## config.mk

```make
export PLATFORM = sky130hd
export DESIGN_NAME = base64_line_wrapping_encoder_unit
export DESIGN_NICKNAME = d
export VERILOG_FILES = /design/src/rtl/core/b64lw_pkg.sv /design/src/rtl/core/base64_line_wrapping_encoder_unit.sv /design/src/rtl/core/b64lw_front.sv /design/src/rtl/core/b64lw_queue.sv /design/src/rtl/core/b64lw_back.sv
export VERILOG_INCLUDE_DIRS = /design/src /design/src/rtl/core
export SDC_FILE = /design/constraint.sdc
export NUM_CORES = 1
export LEC_CHECK = 0
export BUFFER_PORTS_ARGS = -buffer_cell sky130_fd_sc_hd__buf_2
export CAP_MARGIN = 20
export CORE_MARGIN = 5
export CORE_UTILIZATION = 33
export CTS_CLUSTER_SIZE = 25
export DETAILED_ROUTE_END_ITERATION = 8
export GPL_TIMING_DRIVEN = 0
export PLACE_DENSITY_LB_ADDON = 0.05
export SLEW_MARGIN = 0
export SYNTH_ARGS = -nofsm -noshare
export SYNTH_HDL_FRONTEND = slang
export SYNTH_HIERARCHICAL = 1
export SYNTH_SLANG_ARGS = --single-unit
export TNS_END_PERCENT = 30
```

## constraint.sdc

```tcl
create_clock -name clock -period 3.7 [get_ports clock]
set_clock_uncertainty 0.2 [all_clocks]
set_input_delay 0.74 -clock clock [delete_from_list [all_inputs] [get_ports clock]]
set_output_delay 0.74 -clock clock [all_outputs]
set_load 0.01 [all_outputs]
```

## src/rtl/core/base64_line_wrapping_encoder_unit_defines.svh

```systemverilog
// Assertion macros used by the back part of the base64 line wrapping encoder.
`ifndef BASE64_LINE_WRAPPING_ENCODER_UNIT_DEFINES_SVH
`define BASE64_LINE_WRAPPING_ENCODER_UNIT_DEFINES_SVH

// Property that holds at every clock edge outside reset.
`define B64LW_ASSERT(name, expr, msg) \
   name: assert property (@(posedge clock) disable iff (reset) (expr)) \
      else $error(msg);

// Property whose consequent is checked in the cycle after the antecedent.
`define B64LW_ASSERT_NEXT(name, ante, cons, msg) \
   name: assert property (@(posedge clock) disable iff (reset) (ante) |=> (cons)) \
      else $error(msg);

`endif

```

## src/rtl/core/b64lw_pkg.sv

```systemverilog
// Types, constants and the alphabet function of the base64 line wrapping encoder.
package b64lw_pkg;

   localparam int LINE_COUNT_W = 7;

   localparam logic [7:0] CHAR_CR  = 8'h0d;
   localparam logic [7:0] CHAR_LF  = 8'h0a;
   localparam logic [7:0] CHAR_PAD = 8'h3d;

   typedef struct packed {
      logic [7:0] data_byte;
      logic       final_byte;
   } req_type;

   typedef struct packed {
      logic [7:0] out_char;
      logic       last_char;
   } rsp_type;

   // One group of four characters, optionally followed by CR LF.
   typedef struct packed {
      logic [3:0][7:0] chars;
      logic            crlf;
   } job_type;

   function automatic logic [7:0] b64_sym(input logic [5:0] six);
      logic [7:0] c;
      if (six < 6'd26) begin
         c = 8'h41 + {2'b00, six};
      end else if (six < 6'd52) begin
         c = 8'h61 + {2'b00, six} - 8'd26;
      end else if (six < 6'd62) begin
         c = 8'h30 + {2'b00, six} - 8'd52;
      end else if (six == 6'd62) begin
         c = 8'h2b;
      end else begin
         c = 8'h2f;
      end
      return c;
   endfunction

endpackage

```

## src/rtl/core/base64_line_wrapping_encoder_unit.sv

```systemverilog
// A request that completes or ends a group is written into the job queue; the back part then
// loads it into its job register and sends one character per cycle while rsp_ready is high.
// A group has four characters, or six with CR LF.
// Requests are taken every cycle while the two-entry job queue has room.
// Synchronous active-high reset clears the group phase, line count, queue and output stage.
module base64_line_wrapping_encoder_unit #(
   parameter int LINE_CHARS = 76
) (
   input  logic               clock,
   input  logic               reset,
   input  logic               req_valid,
   output logic               req_ready,
   input  b64lw_pkg::req_type req_payload,
   output logic               rsp_valid,
   input  logic               rsp_ready,
   output b64lw_pkg::rsp_type rsp_payload
);

   logic               push_valid, push_ready;
   logic               pop_valid, pop_ready;
   b64lw_pkg::job_type push_job, pop_job;

   b64lw_front #(
      .LINE_CHARS(LINE_CHARS)
   ) u_front (
      .clock      (clock),
      .reset      (reset),
      .req_valid  (req_valid),
      .req_ready  (req_ready),
      .req_payload(req_payload),
      .push_valid (push_valid),
      .push_ready (push_ready),
      .push_job   (push_job)
   );

   b64lw_queue u_queue (
      .clock     (clock),
      .reset     (reset),
      .push_valid(push_valid),
      .push_ready(push_ready),
      .push_job  (push_job),
      .pop_valid (pop_valid),
      .pop_ready (pop_ready),
      .pop_job   (pop_job)
   );

   b64lw_back u_back (
      .clock      (clock),
      .reset      (reset),
      .pop_valid  (pop_valid),
      .pop_ready  (pop_ready),
      .pop_job    (pop_job),
      .rsp_valid  (rsp_valid),
      .rsp_ready  (rsp_ready),
      .rsp_payload(rsp_payload)
   );

endmodule

```

## src/rtl/core/b64lw_front.sv

```systemverilog
// Front part: collects bytes into groups, tracks the line count and builds jobs.
module b64lw_front #(
   parameter int LINE_CHARS = 76
) (
   input  logic               clock,
   input  logic               reset,
   input  logic               req_valid,
   output logic               req_ready,
   input  b64lw_pkg::req_type req_payload,
   output logic               push_valid,
   input  logic               push_ready,
   output b64lw_pkg::job_type push_job
);

   localparam logic [b64lw_pkg::LINE_COUNT_W-1:0] LineLimit =
      b64lw_pkg::LINE_COUNT_W'(LINE_CHARS);

   logic [1:0]                         group_phase_ff, group_phase_in;
   logic [b64lw_pkg::LINE_COUNT_W-1:0] line_count_ff, line_count_in;
   logic [7:0]                         pending_ff [2];
   logic [b64lw_pkg::LINE_COUNT_W-1:0] line_next;
   logic [23:0]                        word;
   logic                               accept, full_group, wrap;
   logic [7:0]                         b, a;

   assign req_ready  = push_ready;
   assign accept     = req_valid && req_ready;
   assign b          = req_payload.data_byte;
   assign a          = pending_ff[0];
   // A phase of three never occurs; it would be handled like two.
   assign full_group = group_phase_ff[1];
   assign word       = {pending_ff[0], pending_ff[1], b};
   assign line_next  = line_count_ff + b64lw_pkg::LINE_COUNT_W'(4);
   assign wrap       = line_next >= LineLimit;
   assign push_valid = req_valid && (full_group || req_payload.final_byte);

   always_comb begin
      push_job = '0;
      if (full_group) begin
         push_job.chars[0] = b64lw_pkg::b64_sym(word[23:18]);
         push_job.chars[1] = b64lw_pkg::b64_sym(word[17:12]);
         push_job.chars[2] = b64lw_pkg::b64_sym(word[11:6]);
         push_job.chars[3] = b64lw_pkg::b64_sym(word[5:0]);
         push_job.crlf     = wrap;
      end else if (group_phase_ff[0]) begin
         push_job.chars[0] = b64lw_pkg::b64_sym(a[7:2]);
         push_job.chars[1] = b64lw_pkg::b64_sym({a[1:0], b[7:4]});
         push_job.chars[2] = b64lw_pkg::b64_sym({b[3:0], 2'b00});
         push_job.chars[3] = b64lw_pkg::CHAR_PAD;
      end else begin
         push_job.chars[0] = b64lw_pkg::b64_sym(b[7:2]);
         push_job.chars[1] = b64lw_pkg::b64_sym({b[1:0], 4'b0000});
         push_job.chars[2] = b64lw_pkg::CHAR_PAD;
         push_job.chars[3] = b64lw_pkg::CHAR_PAD;
      end
   end

   always_comb begin
      group_phase_in = group_phase_ff;
      line_count_in  = line_count_ff;
      if (accept) begin
         if (req_payload.final_byte) begin
            group_phase_in = 2'd0;
            line_count_in  = '0;
         end else if (full_group) begin
            group_phase_in = 2'd0;
            line_count_in  = wrap ? '0 : line_next;
         end else begin
            group_phase_in = group_phase_ff + 2'd1;
         end
      end
   end

   always_ff @(posedge clock) begin
      if (reset) begin
         group_phase_ff <= 2'd0;
         line_count_ff  <= '0;
      end else begin
         group_phase_ff <= group_phase_in;
         line_count_ff  <= line_count_in;
      end
   end

   always_ff @(posedge clock) begin
      if (accept && !full_group && !req_payload.final_byte) begin
         pending_ff[group_phase_ff[0]] <= b;
      end
   end

endmodule

```

## src/rtl/core/b64lw_queue.sv

```systemverilog
// Two-entry job queue between the front and back parts.
module b64lw_queue (
   input  logic               clock,
   input  logic               reset,
   input  logic               push_valid,
   output logic               push_ready,
   input  b64lw_pkg::job_type push_job,
   output logic               pop_valid,
   input  logic               pop_ready,
   output b64lw_pkg::job_type pop_job
);

   b64lw_pkg::job_type entry_ff [2];
   logic               wr_ptr_ff, wr_ptr_in;
   logic               rd_ptr_ff, rd_ptr_in;
   logic [1:0]         count_ff, count_in;
   logic               push, pop;

   assign push_ready = count_ff != 2'd2;
   assign pop_valid  = count_ff != 2'd0;
   assign pop_job    = entry_ff[rd_ptr_ff];
   assign push       = push_valid && push_ready;
   assign pop        = pop_valid && pop_ready;

   always_comb begin
      wr_ptr_in = push ? !wr_ptr_ff : wr_ptr_ff;
      rd_ptr_in = pop ? !rd_ptr_ff : rd_ptr_ff;
      count_in  = count_ff + {1'b0, push} - {1'b0, pop};
   end

   always_ff @(posedge clock) begin
      if (reset) begin
         wr_ptr_ff <= 1'b0;
         rd_ptr_ff <= 1'b0;
         count_ff  <= 2'd0;
      end else begin
         wr_ptr_ff <= wr_ptr_in;
         rd_ptr_ff <= rd_ptr_in;
         count_ff  <= count_in;
      end
   end

   always_ff @(posedge clock) begin
      if (push) begin
         entry_ff[wr_ptr_ff] <= push_job;
      end
   end

endmodule

```

## src/rtl/core/b64lw_back.sv

```systemverilog
// Back part: sends job characters, then CR LF if set, one per cycle while rsp_ready.
`include "base64_line_wrapping_encoder_unit_defines.svh"

module b64lw_back (
   input  logic               clock,
   input  logic               reset,
   input  logic               pop_valid,
   output logic               pop_ready,
   input  b64lw_pkg::job_type pop_job,
   output logic               rsp_valid,
   input  logic               rsp_ready,
   output b64lw_pkg::rsp_type rsp_payload
);

   b64lw_pkg::job_type job_ff, job_in;
   logic               busy_ff, busy_in;
   logic [2:0]         idx_ff, idx_in;
   logic               fire, last, done, load;

   assign rsp_valid = busy_ff;
   assign fire      = busy_ff && rsp_ready;
   assign last      = job_ff.crlf ? (idx_ff == 3'd5) : (idx_ff == 3'd3);
   assign done      = fire && last;
   // The next job loads in the same cycle the previous one hands over its last character.
   assign load      = pop_valid && (!busy_ff || done);
   assign pop_ready = !busy_ff || done;

   always_comb begin
      if (!idx_ff[2]) begin
         rsp_payload.out_char = job_ff.chars[idx_ff[1:0]];
      end else if (idx_ff[0]) begin
         rsp_payload.out_char = b64lw_pkg::CHAR_LF;
      end else begin
         rsp_payload.out_char = b64lw_pkg::CHAR_CR;
      end
      rsp_payload.last_char = last;
   end

   always_comb begin
      job_in  = job_ff;
      busy_in = busy_ff;
      idx_in  = idx_ff;
      if (load) begin
         job_in  = pop_job;
         busy_in = 1'b1;
         idx_in  = 3'd0;
      end else if (done) begin
         busy_in = 1'b0;
         idx_in  = 3'd0;
      end else if (fire) begin
         idx_in  = idx_ff + 3'd1;
      end
   end

   always_ff @(posedge clock) begin
      if (reset) begin
         busy_ff <= 1'b0;
         idx_ff  <= 3'd0;
      end else begin
         busy_ff <= busy_in;
         idx_ff  <= idx_in;
      end
   end

   always_ff @(posedge clock) begin
      job_ff <= job_in;
   end

   `B64LW_ASSERT(idx_in_group, (busy_ff && !job_ff.crlf) |-> (idx_ff <= 3'd3), "index past group")
   `B64LW_ASSERT(idx_only_busy, (idx_ff != 3'd0) |-> busy_ff, "index moved while idle")
   `B64LW_ASSERT_NEXT(idle_after_drain, done && !pop_valid, !busy_ff, "busy after last char")

endmodule

```

==> summary.txt <==
Worst-case setup slack after placement - -0.125 ns
Number of I/O port buffers - 23
All-layer global routing usage - 15.9%
Global placer's final weighted congestion - 0.853
Row cnt - 55
Total DRC errors in the routed layout - 0
Final number of setup-violating endpoints - 0
Worst setup path category - in2reg
Asr flop ratio synth - 0%
Remaining number of nets flagged by the antenna check after routing - 0
Largest net degree at the start of global routing - 34
Postcts setup bufs - 0
Final critical-path share of the clock period - 93.4%
Clock Pin Slew Worst Setup and Hold Paths - 0.06 ns
Post-cts hold buffer count - 0
H-Tree Depth - 4
Buf/Inv on CP - 4
Post-DP HPWL - 15,100 µm
Number of flops mapped to enable cells by yosys - 115
Initial drt markers - 475
CTS max path bufs - 2
Synthesized flop and latch total - 131
Synth area leader - sky130_fd_sc_hd__edfxtp_1
Count of yosys warnings during synthesis - 6
Family with the most delay on the worst path - buffers and inverters
CTS tree - done
Mean instance size in the synthesized netlist - 11.0 µm²
Insertion delay to the later sink of the worst-skew pair - 0.41 ns
Category of the worst setup path launch point - primary input
Total Wirelength - 20,800 µm
Post-Synthesis Cells - 696
Dominant cell by count in the synthesized netlist - sky130_fd_sc_hd__edfxtp_1
Status - finished, final reports clean
Die extent in x - 162 µm
Via/cell ratio - 5.38
Critical Path AT - 3.38 ns
Root cell of the clock tree - sky130_fd_sc_hd__clkbuf_16
Antenna violations before repair - 1
Detailed-route via count - 5,735
Cell-by-cell trace of the critical path - buf_2 -> buf_2 -> clkinv_1 -> ha_1 -> and3b_1 -> buf_2 -> nor2_1 -> a2111oi_0 -> a41oi_1 -> a32o_1
Fraction of layout cells with a size suffix above 1 - 12.8%
Transition time at the pin with the least slew margin - 0.932 ns
Final hold violation count - 0
Total nets after synthesis - 742
Clock sink count - 131
Cell Area, Synth - 7660 µm²
Maximum achievable frequency - 0.289 GHz
Slowest-stage cell, CP - sky130_fd_sc_hd__ha_1
Y dimension of the die - 162 µm
Vias in the first global route - 5,497
Cell variety after synth - 75
Cts repair resizes - 0
Area share of the leading cell type in the synthesized netlist - 45.1%
Flip-flop cell with the highest count after synthesis - sky130_fd_sc_hd__edfxtp_1
Fin worst setup slack - 0.245 ns
Max-slew headroom - 37.5%
Crit path time final - 3.46 ns
Post-synthesis to final-layout area growth - 14.6%
Final design utilization - 38.5%
Number of detailed-route iterations in the first pass - 5
Drt wl/cell - 19.6 µm
Static leakage power - 3.04 nW
Crit path required time - 3.63 ns
Total gr overflow - 0
Endpoint class of the critical path - flop
Most used standard cells in the synthesized netlist - sky130_fd_sc_hd__edfxtp_1, sky130_fd_sc_hd__nand2_1, sky130_fd_sc_hd__a21oi_1, sky130_fd_sc_hd__o21ai_0
RSZ-0062 raised after global routing - no
Placeable Area - 22,800 µm²
Hold crit path type - reg2reg
Max-cap viol count - 0
Part of the Yosys area used for sequential elements - 49.3%
Worst-path maximum fanout - 10
Area contributors post-synth - sky130_fd_sc_hd__edfxtp_1, sky130_fd_sc_hd__ha_1, sky130_fd_sc_hd__mux2_1
Max-slew violation total from the final report - 0
Io pins - 24
Initial core utilization - 33.6%
Library cell appearing most often on the critical path - sky130_fd_sc_hd__buf_2
Final #Nets - 785
Die footprint - 26,400 µm²
Pwr/cell area - 545 nW/µm²
Number of CTS-inserted buffers - 17
Delay of the slowest cell on the worst path - 0.45 ns
Wire length of the first global-routing pass - 32,100 µm
Worst supply voltage drop on vdd - 0.274 mV
Diode count - 0
[registers in the layout (all words and copies together), names as in the netlist, named ones only]
| signal | cells |
|---|---|
| u_queue/rd_ptr_ff | 1 |
| u_queue/wr_ptr_ff | 1 |
| u_back/job_ff | 33 |
| u_front/group_phase_ff | 2 |
| u_front/line_count_ff | 5 |
| u_queue/count_ff | 2 |
| u_back/rsp_valid | 1 |
| u_front/pending_ff | 16 |
| u_back/idx_ff | 3 |
| u_queue/entry_ff | 66 |
[cell families (layout without fill, tap and decap cells)]
kind of cell / Yosys count / count (layout) / synth area share [%]
and+or+nand+nor: 202 / 202 / 14.0
AOI/OAI and AO/OA: 190 / 190 / 16.9
DFF: 131 / 131 / 49.3
buffers and inverters: 70 / 126 / 4.07
muxes: 47 / 47 / 7.74
adders and majority gates: 33 / 33 / 5.39
xor gates and xnor gates: 23 / 23 / 2.63
[where the power goes]
part           internal (mW)  total (mW)  switching, mW
Combinational          0.396        1.03          0.637
Sequential              1.93        2.04          0.113
Clock                   1.02        1.71          0.690
[layout by cell type, fill, tap and decap left out, types with 6 or more instances in the layout]
cell type,Yosys,final
sky130_fd_sc_hd__edfxtp_1,115,115
sky130_fd_sc_hd__nand2_1,51,51
sky130_fd_sc_hd__a21oi_1,43,43
sky130_fd_sc_hd__buf_2,12,35
sky130_fd_sc_hd__o21ai_0,34,34
sky130_fd_sc_hd__nor2_1,33,33
sky130_fd_sc_hd__ha_1,33,33
sky130_fd_sc_hd__mux2_1,33,33
sky130_fd_sc_hd__inv_1,27,26
sky130_fd_sc_hd__clkbuf_1,21,22
sky130_fd_sc_hd__nand3_1,22,22
sky130_fd_sc_hd__nor3_1,21,20
sky130_fd_sc_hd__clkbuf_16,0,17
sky130_fd_sc_hd__dfxtp_1,16,16
sky130_fd_sc_hd__xnor2_1,15,15
sky130_fd_sc_hd__nor2b_1,14,14
sky130_fd_sc_hd__a31oi_1,12,12
sky130_fd_sc_hd__o21a_1,12,11
sky130_fd_sc_hd__nand2b_1,10,10
sky130_fd_sc_hd__a21o_1,10,10
sky130_fd_sc_hd__xor2_1,8,8
sky130_fd_sc_hd__nand3b_1,7,7
sky130_fd_sc_hd__a22oi_1,7,7
sky130_fd_sc_hd__a211oi_1,7,7
sky130_fd_sc_hd__o211ai_1,7,7
sky130_fd_sc_hd__inv_6,0,6
sky130_fd_sc_hd__mux2i_1,6,6
sky130_fd_sc_hd__o22ai_1,6,6
sky130_fd_sc_hd__a311oi_1,6,6
sky130_fd_sc_hd__or3_1,6,6
[worst register-to-register path, cell delays in order (launching register included)]
cell                       delay (ns)
sky130_fd_sc_hd__dfxtp_1         0.41
sky130_fd_sc_hd__clkbuf_1        0.43
sky130_fd_sc_hd__clkbuf_1        0.50
sky130_fd_sc_hd__o21a_1          0.39
sky130_fd_sc_hd__and3_2          0.83
[final timing paths]
path / startpoint / depth (start not counted) / slack (ns) / to
setup reg to reg: u_front/group_phase_ff[1] / 4 / 0.53 / u_queue/entry_ff[1][5]
hold reg to reg: u_front/line_count_ff[6] / 2 / 0.28 / u_front/line_count_ff[6]
setup / recovery: req_payload[7] / 10 / 0.24 / u_queue/entry_ff[1][11]
hold / removal: u_front/line_count_ff[6] / 2 / 0.28 / u_front/line_count_ff[6]
[metal layers]
metal / wire, µm / GRT usage (%) / vias up
li1: - / - / 2749
met1: 9730 / 21.6 / 2764
met4: 235 / 4.08 / 0
met5: 0 / 0 / -
met3: 970 / 2.78 / 18
met2: 9910 / 26.3 / 204
[per-stage QoR]
stage	hold WS, ns	power (mW)	cells	instance area (µm²)	setup TNS [ns]
final	0.279	4.78	1065	8780	0
after global routing	0.294	5.01	1065	8780	0
after CTS	0.279	4.85	1065	8780	0
after detailed placement	0.268	3.12	1033	8180	-0.293
after global placement	0.257	3.11	1032	8170	-1.97
after floorplan	0.238	2.73	696	7660	0
[cell type report]
class,instances,area [µm²]
Fill cell,2208,14000
Sequential cell,131,3770
Multi-Input combinational cell,495,3580
Clock buffer,18,429
Tap cell,313,392
Buffer,40,199
Clock inverter,14,168
Timing Repair Buffer,24,123
Inverter,30,113
Power figures use the tool's default switching activity.
